===== src/rtl/cabs_pkg.sv =====
// Shared constants, request types and status codes for the class-aware box suppression block.
`default_nettype none

package cabs_pkg;

  // Kept table geometry
  localparam int MAX_KEPT = 64;
  localparam int KEPT_AW  = (MAX_KEPT > 1) ? $clog2(MAX_KEPT) : 1;
  localparam int KCNT_W   = $clog2(MAX_KEPT + 1);

  // Configuration port
  localparam int CFG_IDX_W  = 2;
  localparam int CFG_DATA_W = 16;

  localparam logic [CFG_IDX_W-1:0] REG_CONF_THR  = 2'd0;
  localparam logic [CFG_IDX_W-1:0] REG_OVL_THR   = 2'd1;
  localparam logic [CFG_IDX_W-1:0] REG_CLASS_CNT = 2'd2;

  localparam logic [15:0] CONF_THR_RST  = 16'd16384;
  localparam logic [15:0] OVL_THR_RST   = 16'd29491;
  localparam logic [7:0]  CLASS_CNT_RST = 8'd80;

  // Result status codes
  localparam logic [2:0] ST_KEPT       = 3'd0;
  localparam logic [2:0] ST_SUPPRESSED = 3'd1;
  localparam logic [2:0] ST_LOW_SCORE  = 3'd2;
  localparam logic [2:0] ST_DEGENERATE = 3'd3;
  localparam logic [2:0] ST_BAD_CLASS  = 3'd4;
  localparam logic [2:0] ST_TABLE_FULL = 3'd5;

  typedef struct packed {
    logic        first_of_image;
    logic [7:0]  class_index;
    logic [15:0] score;
    logic [15:0] box_left;
    logic [15:0] box_top;
    logic [15:0] box_right;
    logic [15:0] box_bottom;
  } in_req_t;

  typedef struct packed {
    logic [2:0]  status;
    logic [7:0]  out_class;
    logic [15:0] out_score;
    logic [15:0] out_left;
    logic [15:0] out_top;
    logic [15:0] out_width;
    logic [15:0] out_height;
  } out_req_t;

  // Controller to datapath
  typedef struct packed {
    logic accept;  // take the input request
    logic issue;   // read one table entry into the overlap pipe
    logic finish;  // load the result and update the table
  } dp_cmd_t;

  // Datapath to controller
  typedef struct packed {
    logic quick;       // screened out before any overlap test
    logic empty;       // no kept entries
    logic issue_last;  // current read address is the last kept entry
    logic pipe_busy;   // overlap pipe still holds entries
    logic out_busy;    // result register full and stalled
  } dp_stat_t;

endpackage

`default_nettype wire


===== src/rtl/cabs_ctrl.sv =====
// Sequencer for one request: screen, table scan, drain, result hand-off.
`default_nettype none

module cabs_ctrl import cabs_pkg::*; (
  input  logic     clk,
  input  logic     rst_n,
  input  logic     in_valid,
  output logic     in_stall,
  input  dp_stat_t stat,
  output dp_cmd_t  cmd
);

  typedef enum logic [2:0] {
    S_IDLE,
    S_CHECK,
    S_SCAN,
    S_DRAIN,
    S_FINISH
  } state_t;

  state_t state_r;
  state_t state_nxt;

  always_comb begin
    state_nxt = state_r;
    case (state_r)
      S_IDLE: begin
        if (in_valid) state_nxt = S_CHECK;
      end
      S_CHECK: begin
        if (stat.quick || stat.empty) state_nxt = S_FINISH;
        else state_nxt = S_SCAN;
      end
      S_SCAN: begin
        if (stat.issue_last) state_nxt = S_DRAIN;
      end
      S_DRAIN: begin
        if (!stat.pipe_busy) state_nxt = S_FINISH;
      end
      S_FINISH: begin
        if (!stat.out_busy) state_nxt = S_IDLE;
      end
      default: state_nxt = S_IDLE;
    endcase
  end

  always_ff @(posedge clk) begin
    if (!rst_n) begin
      state_r <= S_IDLE;
    end else begin
      state_r <= state_nxt;
    end
  end

  assign in_stall   = (state_r != S_IDLE);
  assign cmd.accept = in_valid && (state_r == S_IDLE);
  assign cmd.issue  = (state_r == S_SCAN);
  assign cmd.finish = (state_r == S_FINISH) && !stat.out_busy;

  // a new request never lands while the previous one is still being worked
  a_accept_excl: assert property (@(posedge clk) disable iff (!rst_n)
    cmd.accept |-> !cmd.issue && !cmd.finish && !stat.pipe_busy)
    else $error("request accepted while scan or hand-off in progress");

  // the pipe is drained before the result is taken
  a_finish_drained: assert property (@(posedge clk) disable iff (!rst_n)
    cmd.finish |-> !stat.pipe_busy)
    else $error("result loaded with overlap pipe not empty");

endmodule

`default_nettype wire


===== config.mk =====
export PLATFORM = sky130hd
export DESIGN_NAME = cabs_ctrl
export DESIGN_NICKNAME = d
export VERILOG_FILES = /design/src/rtl/cabs_pkg.sv /design/src/rtl/cabs_ctrl.sv
export SDC_FILE = /design/constraint.sdc
export NUM_CORES = 1
export LEC_CHECK = 0
export ABC_AREA = 1
export ABC_CLOCK_PERIOD_IN_PS = 1400
export BUFFER_PORTS_ARGS = -buffer_cell sky130_fd_sc_hd__buf_2
export CORE_AREA = 2 2 39 41
export DETAILED_ROUTE_END_ITERATION = 8
export DIE_AREA = 0 0 41 43
export GPL_TIMING_DRIVEN = 0
export HOLD_SLACK_MARGIN = 0.05
export REMOVE_ABC_BUFFERS = 1
export SLEW_MARGIN = 20
export SYNTH_ARGS = -nofsm -noshare
export SYNTH_HDL_FRONTEND = slang
export SYNTH_SLANG_ARGS = --single-unit
export TNS_END_PERCENT = 100

===== constraint.sdc =====
create_clock -name clk -period 1.4 [get_ports clk]
set_clock_uncertainty 0.15 [all_clocks]
set_input_delay 0 -clock clk [delete_from_list [all_inputs] [get_ports clk]]
set_output_delay 0 -clock clk [all_outputs]
set_load 0.005 [all_outputs]

==> results of run 1 <==
-- layer usage --
metal	vias to the layer above	wire, µm	global-route usage, %
li1	161	-	-
met1	114	237	7.05
met2	8	223	10.3
met3	0	40	4.71
met4	0	0	4.00
met5	-	0	0
-- stage by stage --
stage	power [mW]	hold slack, ns	setup WS [ns]	std cells
2_1_floorplan	0.303	-0.120	0.271	37
3_3_place_gp	0.377	0.0871	0.154	64
3_5_place_dp	0.378	0.0894	0.138	64
4_1_cts	0.548	0.0967	0.112	74
5_1_grt	0.595	0.173	0.0252	74
6_report	0.533	0.0979	0.147	74
-- synth_stat cells, drive strengths merged --
cell type	instances
a21oi	2
a31oi	1
dfxtp	3
inv	7
nand2	10
nand3	4
nor2	8
nor3	1
nor4	1
-- worst register-to-register path, cell delays in order, from the launching register on --
cell and delay (ns):
dfxtp_1 0.41, nor2_1 0.11, nand2_1 0.08, nand2_1 0.07, nor2_2 0.16, nand2_1 0.07
nand2_1 0.06, nor2_1 0.04
-- worst max path at each step --
stage,startpoint,to,slack [ns],cells past startpoint
4_1_cts,state_r[2],cmd[0],0.11,3
2_1_floorplan,state_r[2],state_r[2],0.27,7
3_3_place_gp,state_r[2],state_r[2],0.15,7
6_report,state_r[2],cmd[0],0.15,3
3_5_place_dp,state_r[2],state_r[2],0.14,7
5_1_grt,state_r[2],cmd[0],0.03,3
-- final cells by class --
cell class / instances / area (µm²) / share of cell area (%)
clock buffer: 4 / 26.3 / 7.19
inverter: 7 / 26.3 / 7.19
sequential: 3 / 60.1 / 16.4
multi-input combinational: 27 / 118 / 32.2
timing repair buffer: 17 / 115 / 31.5
tap: 16 / 20.0 / 5.48
-- report_power, final --
group          leakage (nW)  internal, mW  switching, mW
Clock                0.0150         0.107         0.0416
Combinational         0.164         0.106          0.131
Sequential           0.0248         0.114         0.0344
-- cells by family (layout without fill, tap and decap cells) --
group	Yosys count	count (layout)	synth area share, %
DFF	3	3	29.4
and+or+nand+nor	24	24	49.7
buffers and inverters	7	28	12.9
AOI/OAI and AO/OA	3	3	7.98
==> results.txt, run 1 <==
----------------------------------------------------
[Placed design]
  Placed cell areas ... around 280 µm²
  Buffers on Ports ... 11
  Gpl congestion ... between 0.7 and 0.8

[Layout]
  Registers with the most flip-flops ... state_r: 3 flops
  Final cell utilization of the core ... 26.4%
  Largest register by flop count ... state_r
  Post-synthesis to final-layout area growth ... 79.1%
  Commonest non-fill, non-tap cell in the layout ... buf_2
  Share of final-layout standard cells stronger than drive strength 1 ... between 20% and 30%
  Fin area ... 365 µm²
  Total number of nets in the final design ... 67
  Number of flip-flops in the largest register ... 3
  FILL cells ... 166
  Diode count ... 0
  Leading cell types in the layout, fill and taps excluded ... buf_2, nand2_1, inv_1, nor2_1, dlygate4sd3_1

[Critical path]
  Cell-by-cell trace of the critical path ... inv_1, nor4_1, buf_2
  Largest delay share family, worst path ... flip-flops
  Reg-to-reg critical path endpoint ... state_r[2]
  Slack of the worst reg-to-reg path ... roughly 0.16 ns
  Capturing element type of the critical path ... output port
  Crit Path Category ... reg2out
  Required arrival time at the worst endpoint ... around 1.3 ns
  Startpoint type of the worst setup path ... register
  Maximum fanout along the worst path ... 6
  Number of buffers and inverters on the critical path ... 2
  Depth of the worst register-to-register path ... 7
  Largest stage delay on the critical path ... 0.41 ns
  Startpoint of the worst-slack reg-to-reg timing path ... state_r[2]
  Worst-path cell with the longest stage delay ... dfxtp_1
  Worst endpoint data arrival time ... ~1.1 ns

[Yosys]
  Yosys synthesis warning count ... 0
  Number of standard cells after synthesis ... 37
  Area leader, netlist ... dfxtp_1
  Proportion of synthesized chip area in sequential cells ... 29.4%
  Average cell area after synthesis ... 5.51 µm²
  Synthesized flop and latch total ... 3
  Yosys top cell area share ... about 29%
  Largest cells by area after synthesis ... dfxtp_1, nand2_1, inv_1, nor2_1, nand3_1
  Number of distinct library cell variants in the gate-level netlist after synthesis ... 10
  Post-Synthesis Cell Area ... about 200 µm²

[STA]
  Setup Viol. Count Final ... 0
  Worst relative slew slack ... between 80% and 90%
  Fin crit period ... roughly 1.3 ns
  Transition at the pin with the smallest max-transition slack ... 0.219 ns
  Final hold viol count ... 0
  Setup TNS ... 0 ns
  Unrepaired setup endpoints after global routing ... false
  Max-slew violation total from the final report ... 0
  Final period util ... between 80% and 90%
  Maximum clock frequency ... approximately 0.80 GHz

[Drt]
  Remaining antenna violation count after routing ... 0
  Detailed-route via count ... between 200 and 300
  Number of iterations in the first detailed-routing pass ... 1
  Number of violations reported at the end of detailed-routing iteration 0 ... 0
  DRC violation count after routing ... 0
  Avg Vias per Cell ... ~3.8
  Routed length per placed instance ... 6.77 µm
  Wire length reported by the detailed router ... between 500 and 600 µm

[Clock tree]
  Clock root buffer ... clkbuf_4
  CTS tree ... yes
  Clock transition time at the flip-flop clock pins of the worst setup and hold paths ... 0.04 ns
  Buffers inserted by post-CTS timing repair ... 0
  Count of cells resized by post-cts repair ... 0
  Inserted Clock Buffers ... 3
  Hold buffer count at cts ... 6
  Maximum root-to-sink buffer count ... 2
  Insertion delay to the later sink of the worst-skew pair ... about 0.23 ns
  H-tree depth ... 1
  Sink count of the clock tree ... 3

[Die]
  Core area ... 1380 µm²
  Overall die width ... approximately 41 µm
  Area enclosed by the die boundary ... about 1800 µm²
  Initial cell density of the core ... between 10% and 20%
  I/O pin count ... 12
  Std cell rows ... 14
  Die Y ... approximately 43 µm

[Global routing]
  Total global-route track usage ... 7.02%
  Vias in the first global route ... between 200 and 300
  Antenna violations before repair ... 0
  First-pass GRT wire length ... slightly above 800 µm
  Maximum number of pins on one net before global-route repair ... 7
  Total congestion overflow ... 0

[Power and ir drop]
  Worst VDD drop ... approximately 480 µV
  Cell leakage power ... about 0.2 nW
  PwrDens ... about 1500 nW/µm²

[Outcome]
  Run status ... finished clean

[Worst hold path]
  Beginning of the worst hold path ... stat[2]
  Worst min-delay path class ... in2reg
  End point of the most critical hold path ... state_r[0]
  Number of cells on the worst hold path ... 7

[Job]
  # Max-Cap Violations ... 0

----------------------------------------------------
(Power assumes the default switching activity.)
==> run 2: changes to the inputs <==
--- a/config.mk
+++ b/config.mk
@@ -6,7 +6,7 @@
 export NUM_CORES = 1
 export LEC_CHECK = 0
 export ABC_AREA = 1
-export ABC_CLOCK_PERIOD_IN_PS = 1400
+export ABC_CLOCK_PERIOD_IN_PS = 1350
 export BUFFER_PORTS_ARGS = -buffer_cell sky130_fd_sc_hd__buf_2
 export CORE_AREA = 2 2 39 41
 export DETAILED_ROUTE_END_ITERATION = 8
==> constraint.sdc (replaced) <==
create_clock -name clk -period 1.35 [get_ports clk]
set_clock_uncertainty 0.15 [all_clocks]
set_input_delay 0 -clock clk [delete_from_list [all_inputs] [get_ports clk]]
set_output_delay 0 -clock clk [all_outputs]
set_load 0.005 [all_outputs]
==> run 2 against run 1 <==
Effect of this change: total power grew 4.1%; utilization grew 0.090 points; sequential cell count stayed put; first-iteration DRC count unchanged; critical path depth rose by 4; sequential power grew 5%; die area stayed put; critical endpoint is now state_r[2].
==> results.txt, run 2 (synthesis gave the netlist of run 1 again) <==
----------------------------------------------------
[Critical path]
  Reg-to-reg critical path endpoint ... state_r[2]
  Required arrival time at the worst endpoint ... 1.32 ns
  Capturing element type of the critical path ... register
  Maximum fanout along the worst path ... 5
  Worst setup path endpoint ... state_r[2]
  Depth of the worst register-to-register path ... 7
  Setup crit start ... state_r[0]
  Worst endpoint data arrival time ... approximately 1.2 ns
  Startpoint type of the worst setup path ... register
  Startpoint of the worst-slack reg-to-reg timing path ... state_r[0]
  Slack of the worst reg-to-reg path ... about 0.13 ns
  Crit Path Category ... reg2reg

[Clock tree]
  CTS tree ... yes
  Clock root buffer ... clkbuf_4
  Inserted Clock Buffers ... 3
  Clock transition time at the flip-flop clock pins of the worst setup and hold paths ... around 0.04 ns
  Buffers inserted by post-CTS timing repair ... 0
  Sink count of the clock tree ... 3
  H-tree depth ... 1
  Insertion delay to the later sink of the worst-skew pair ... 0.23 ns
  Maximum root-to-sink buffer count ... 2

[Power and ir drop]
  PnR Total Power ... between 0.5 and 0.6 mW
  PwrDens ... about 1500 nW/µm²
  Worst VDD drop ... roughly 500 µV
  Cell leakage power ... 0.205 nW

[Drt]
  Remaining antenna violation count after routing ... 0
  Detailed-route via count ... roughly 280
  Wire length reported by the detailed router ... ~500 µm
  Routed length per placed instance ... ~6.8 µm
  Number of violations reported at the end of detailed-routing iteration 0 ... 0
  Number of iterations in the first detailed-routing pass ... 1
  Avg Vias per Cell ... between 3 and 4
  DRC violation count after routing ... 0

[Placed design]
  Buffers on Ports ... 11
  Placed cell areas ... 279 µm²
  Gpl congestion ... 0.711

[Die]
  I/O pin count ... 12
  Die Y ... between 40 and 50 µm
  Overall die width ... slightly above 40 µm
  Std cell rows ... 14
  Initial cell density of the core ... ~15%
  Core area ... between 1000 and 1500 µm²
  Area enclosed by the die boundary ... roughly 1800 µm²

[Layout]
  Diode count ... 0
  Commonest non-fill, non-tap cell in the layout ... buf_2
  Share of final-layout standard cells stronger than drive strength 1 ... around 28%
  Number of flip-flops in the largest register ... 3
  Leading cell types in the layout, fill and taps excluded ... buf_2, nand2_1, inv_1, nor2_1, dlygate4sd3_1
  Largest register by flop count ... state_r
  Post-synthesis to final-layout area growth ... 79.8%
  Registers with the most flip-flops ... state_r: 3 flops
  Total number of nets in the final design ... between 60 and 70
  Fin area ... around 370 µm²

[STA]
  Final hold viol count ... 0
  Unrepaired setup endpoints after global routing ... false
  Worst relative slew slack ... 85.3%
  Setup Viol. Count Final ... 0
  Maximum clock frequency ... a little over 0.8 GHz
  Transition at the pin with the smallest max-transition slack ... roughly 0.22 ns
  Final hold slack ... 0.0973 ns
  Fin crit period ... 1.22 ns
  Final period util ... 90.6%
  Setup TNS ... 0 ns
  Max-slew violation total from the final report ... 0

[Global routing]
  Maximum number of pins on one net before global-route repair ... 7
  Antenna violations before repair ... 0
  Total congestion overflow ... 0
  Vias in the first global route ... 250
  Total global-route track usage ... 7.02%
  First-pass GRT wire length ... approximately 810 µm

[Outcome]
  Run status ... finished clean

[Worst hold path]
  Worst min-delay path class ... in2reg

[Job]
  # Max-Cap Violations ... 0

----------------------------------------------------
-- run 2: cell types whose count changed in the layout (fill, tap and decap cells not counted) --
cell / before / now
dfxtp_1: 3 / 2
dfxtp_2: 0 / 1
-- run 2: power breakdown --
part,total (mW),internal [mW],switching (mW),leakage (nW)
Clock,0.154,0.111,0.0432,0.0150
Combinational,0.245,0.110,0.135,0.164
Sequential,0.156,0.120,0.0357,0.0252
-- run 2: how the worst min path moves through the flow --
stage	from	to	slack [ns]	depth (start not counted)
4_1_cts	stat[2]	state_r[0]	0.1	7
2_1_floorplan	stat[0]	cmd[0]	-0.12	1
5_1_grt	stat[2]	state_r[0]	0.17	7
3_3_place_gp	stat[0]	cmd[0]	0.09	3
6_report	stat[2]	state_r[0]	0.1	7
3_5_place_dp	stat[0]	cmd[0]	0.09	3
-- run 2: critical path, stage by stage (launching register included) --
cell     delay (ns)
dfxtp_1        0.38
inv_1          0.05
nor2_1         0.16
nand2_1        0.09
nand2_1        0.09
nor2_2         0.06
nor2_1         0.08
nor2_1         0.05
-- run 2: layout make-up --
cell class,instances,area [µm²]
Inverter,7,26.3
Multi-Input combinational cell,27,118
Tap cell,16,20.0
Timing Repair Buffer,17,115
Clock buffer,4,26.3
Sequential cell,3,61.3
Fill cell,165,1020
-- run 2: timing repair --
item                                   4_1_cts  5_1_grt
endpoints found under the hold margin        3        0
setup endpoints to repair                    0        3
gates resized for setup                      0        1
hold buffers                                 6        0
-- run 2: through the flow --
stage,worst slack (ns),utilization [%],std cells
6_report,0.127,26.5,74
5_1_grt,0.0104,26.5,74
4_1_cts,0.0625,26.4,74
3_5_place_dp,0.0878,20.2,64
3_3_place_gp,0.104,20.2,64
2_1_floorplan,0.221,-,37
-- run 2: metal layers --
metal	wire (µm)	track usage (%)	vias up
met5	0	0	-
met4	0	4.00	0
met3	40	4.71	0
met2	223	10.3	8
met1	236	7.05	115
li1	-	-	161
==> run 3: changes to the inputs <==
--- a/config.mk
+++ b/config.mk
@@ -9,10 +9,12 @@
 export ABC_CLOCK_PERIOD_IN_PS = 1350
 export BUFFER_PORTS_ARGS = -buffer_cell sky130_fd_sc_hd__buf_2
 export CORE_AREA = 2 2 39 41
+export CTS_BUF_LIST = sky130_fd_sc_hd__clkbuf_4
 export DETAILED_ROUTE_END_ITERATION = 8
 export DIE_AREA = 0 0 41 43
 export GPL_TIMING_DRIVEN = 0
 export HOLD_SLACK_MARGIN = 0.05
+export MAX_ROUTING_LAYER = met4
 export REMOVE_ABC_BUFFERS = 1
 export SLEW_MARGIN = 20
 export SYNTH_ARGS = -nofsm -noshare
==> run 3 against run 2 <==
Effect of this change: sequential cell count unchanged; die area unchanged; setup slack about the same; utilization increased by 0.27 points; critical path depth unchanged; count of clock-buffer cells in the layout unchanged; clock power increased by 14%; register-to-register slack about the same; non-clock buffer count unchanged; worst hold slack got worse by 0.00085 ns; routed wire length increased by 0.60%; critical path type unchanged; critical endpoint unchanged.
==> results.txt, run 3 (synthesis gave the netlist of run 1 again) <==
----------------------------------------------------
[Die]
  Std cell rows ... 14
  I/O pin count ... 12
  Initial cell density of the core ... between 10% and 20%
  Core area ... between 1000 and 1500 µm²
  Area enclosed by the die boundary ... roughly 1800 µm²
  Overall die width ... just over 40 µm
  Die Y ... 43 µm

[Clock tree]
  CTS tree ... yes
  Clock root buffer ... clkbuf_4
  Sink count of the clock tree ... 3
  Inserted Clock Buffers ... 3
  Clock transition time at the flip-flop clock pins of the worst setup and hold paths ... approximately 0.04 ns
  H-tree depth ... 1
  Insertion delay to the later sink of the worst-skew pair ... between 0.2 and 0.25 ns
  Maximum root-to-sink buffer count ... 2

[Critical path]
  Crit Path Category ... reg2reg
  Slack of the worst reg-to-reg path ... around 0.13 ns
  Depth of the worst register-to-register path ... 7
  Worst-path cell with the longest stage delay ... dfxtp_1
  Startpoint type of the worst setup path ... register
  Required arrival time at the worst endpoint ... roughly 1.3 ns
  Worst endpoint data arrival time ... between 1 and 1.5 ns
  Startpoint of the worst-slack reg-to-reg timing path ... state_r[0]
  Cell type with the highest occurrence count on the critical path ... nor2_1
  Maximum fanout along the worst path ... 5
  Reg-to-reg critical path endpoint ... state_r[2]
  Cell-by-cell trace of the critical path ... inv_1, nor2_1, nand2_1, nand2_1, nor2_2, nor2_1, nor2_1
  Capturing element type of the critical path ... register
  Largest stage delay on the critical path ... about 0.38 ns

[STA]
  Transition at the pin with the smallest max-transition slack ... 0.219 ns
  Max-slew violation total from the final report ... 0
  Final hold slack ... 0.0965 ns
  Worst relative slew slack ... approximately 85%
  Unrepaired setup endpoints after global routing ... false
  Setup slack of the critical path after layout ... around 0.13 ns
  Setup TNS ... 0 ns
  Setup Viol. Count Final ... 0
  Final hold viol count ... 0
  Fin crit period ... between 1 and 1.5 ns
  Final period util ... 90.6%
  Maximum clock frequency ... 0.818 GHz

[Layout]
  Area occupied by multi-input gates ... 118 µm²
  Diode count ... 0
  Share of final-layout standard cells stronger than drive strength 1 ... 29.3%
  Largest register by flop count ... state_r
  Total number of nets in the final design ... 67
  Final cell utilization of the core ... between 20% and 30%
  Commonest non-fill, non-tap cell in the layout ... buf_2
  FILL cells ... roughly 160
  Leading cell types in the layout, fill and taps excluded ... buf_2, nand2_1, inv_1, nor2_1, dlygate4sd3_1
  Area occupied by registers ... between 60 and 70 µm²
  Post-synthesis to final-layout area growth ... 81.6%
  Number of flip-flops in the largest register ... 3
  Registers with the most flip-flops ... state_r: 3 flops

[Drt]
  Routed length per placed instance ... about 6.8 µm
  Avg Vias per Cell ... about 3.8
  Remaining antenna violation count after routing ... 0
  Number of iterations in the first detailed-routing pass ... 1
  Detailed-route via count ... approximately 280
  Number of violations reported at the end of detailed-routing iteration 0 ... 0
  DRC violation count after routing ... 0
  Wire length reported by the detailed router ... between 500 and 600 µm

[Placed design]
  Buffers on Ports ... 11
  DP Worst Slack ... roughly 0.088 ns
  Gpl congestion ... a little over 0.7

[Power and ir drop]
  PwrDens ... 1550 nW/µm²
  Worst VDD drop ... ~500 µV
  PnR Total Power ... around 0.58 mW
  Part of the total power dissipated in sequential elements ... 27.0%
  Net load switching power ... ~0.22 mW
  Relative contribution of combinational cells to total power ... 42.6%
  Cell leakage power ... roughly 0.21 nW
  Cell internal pwr ... approximately 0.36 mW
  Fraction of power spent switching nets ... between 30% and 40%
  Fraction of power consumed by the clock network ... 30.3%

[Global routing]
  Met1 Usage GRT ... 7.05%
  Total global-route track usage ... 7.50%
  Vias in the first global route ... 250
  Met2 track demand over resource in global routing ... between 10% and 20%
  Total congestion overflow ... 0
  First-pass GRT wire length ... about 800 µm
  Global-route layer with the greatest usage ... met2
  Maximum number of pins on one net before global-route repair ... 7
  Grt met3 use ... 4.71%
  Antenna violations before repair ... 0

[Job]
  # Max-Cap Violations ... 0

[Outcome]
  Run status ... finished clean

[Worst hold path]
  Beginning of the worst hold path ... stat[2]
  Number of cells on the worst hold path ... 7
  Worst min-delay path class ... in2reg
  End point of the most critical hold path ... state_r[0]

----------------------------------------------------
[run 3: stage by stage]
step	std cells	instance area, µm²
after floorplan	37	204
after global placement	64	279
after detailed placement	64	279
after CTS	74	369
after global routing	74	370
final	74	370
[run 3: worst max-delay path by stage]
stage | from | end | slack, ns
4_1_cts | state_r[2] | cmd[0] | 0.06
5_1_grt | state_r[0] | state_r[2] | 0.01
6_report | state_r[0] | state_r[2] | 0.13
3_3_place_gp | state_r[2] | state_r[2] | 0.10
3_5_place_dp | state_r[2] | state_r[2] | 0.09
2_1_floorplan | state_r[2] | state_r[2] | 0.22
[run 3: critical path, delay by kind of cell, from the launching register on]
kind                   cells  cell delay [ns]
AND/OR/NAND/NOR            6             0.53
flip-flops                 1             0.38
buffers and inverters      1             0.05
[run 3: power by group through the flow]
stage	combinational (mW)	sequential, mW	clock (mW)
floorplan	0.168	0.146	0
global placement	0.234	0.158	0
detailed placement	0.236	0.157	0
CTS	0.250	0.155	0.185
global route	0.292	0.161	0.188
finish	0.245	0.156	0.175
[run 3: metal layers]
metal,vias to the layer above,wire (µm)
met5,-,0
met4,0,0
met3,0,40
met2,8,225
met1,115,236
li1,161,-
[run 3: area by class of cell]
cell class,instances,share of cell area (%)
Sequential cell,3,16.6
Timing Repair Buffer,17,31.1
Inverter,7,7.09
Tap cell,16,5.41
Clock buffer,4,8.11
Multi-Input combinational cell,27,31.8
[run 3: what timing repair did]
action,4_1_cts,5_1_grt
endpoints found under the hold margin,3,0
setup buffers,0,0
gates resized for setup,0,1
hold buffers,6,0
endpoints found under the setup margin,0,3
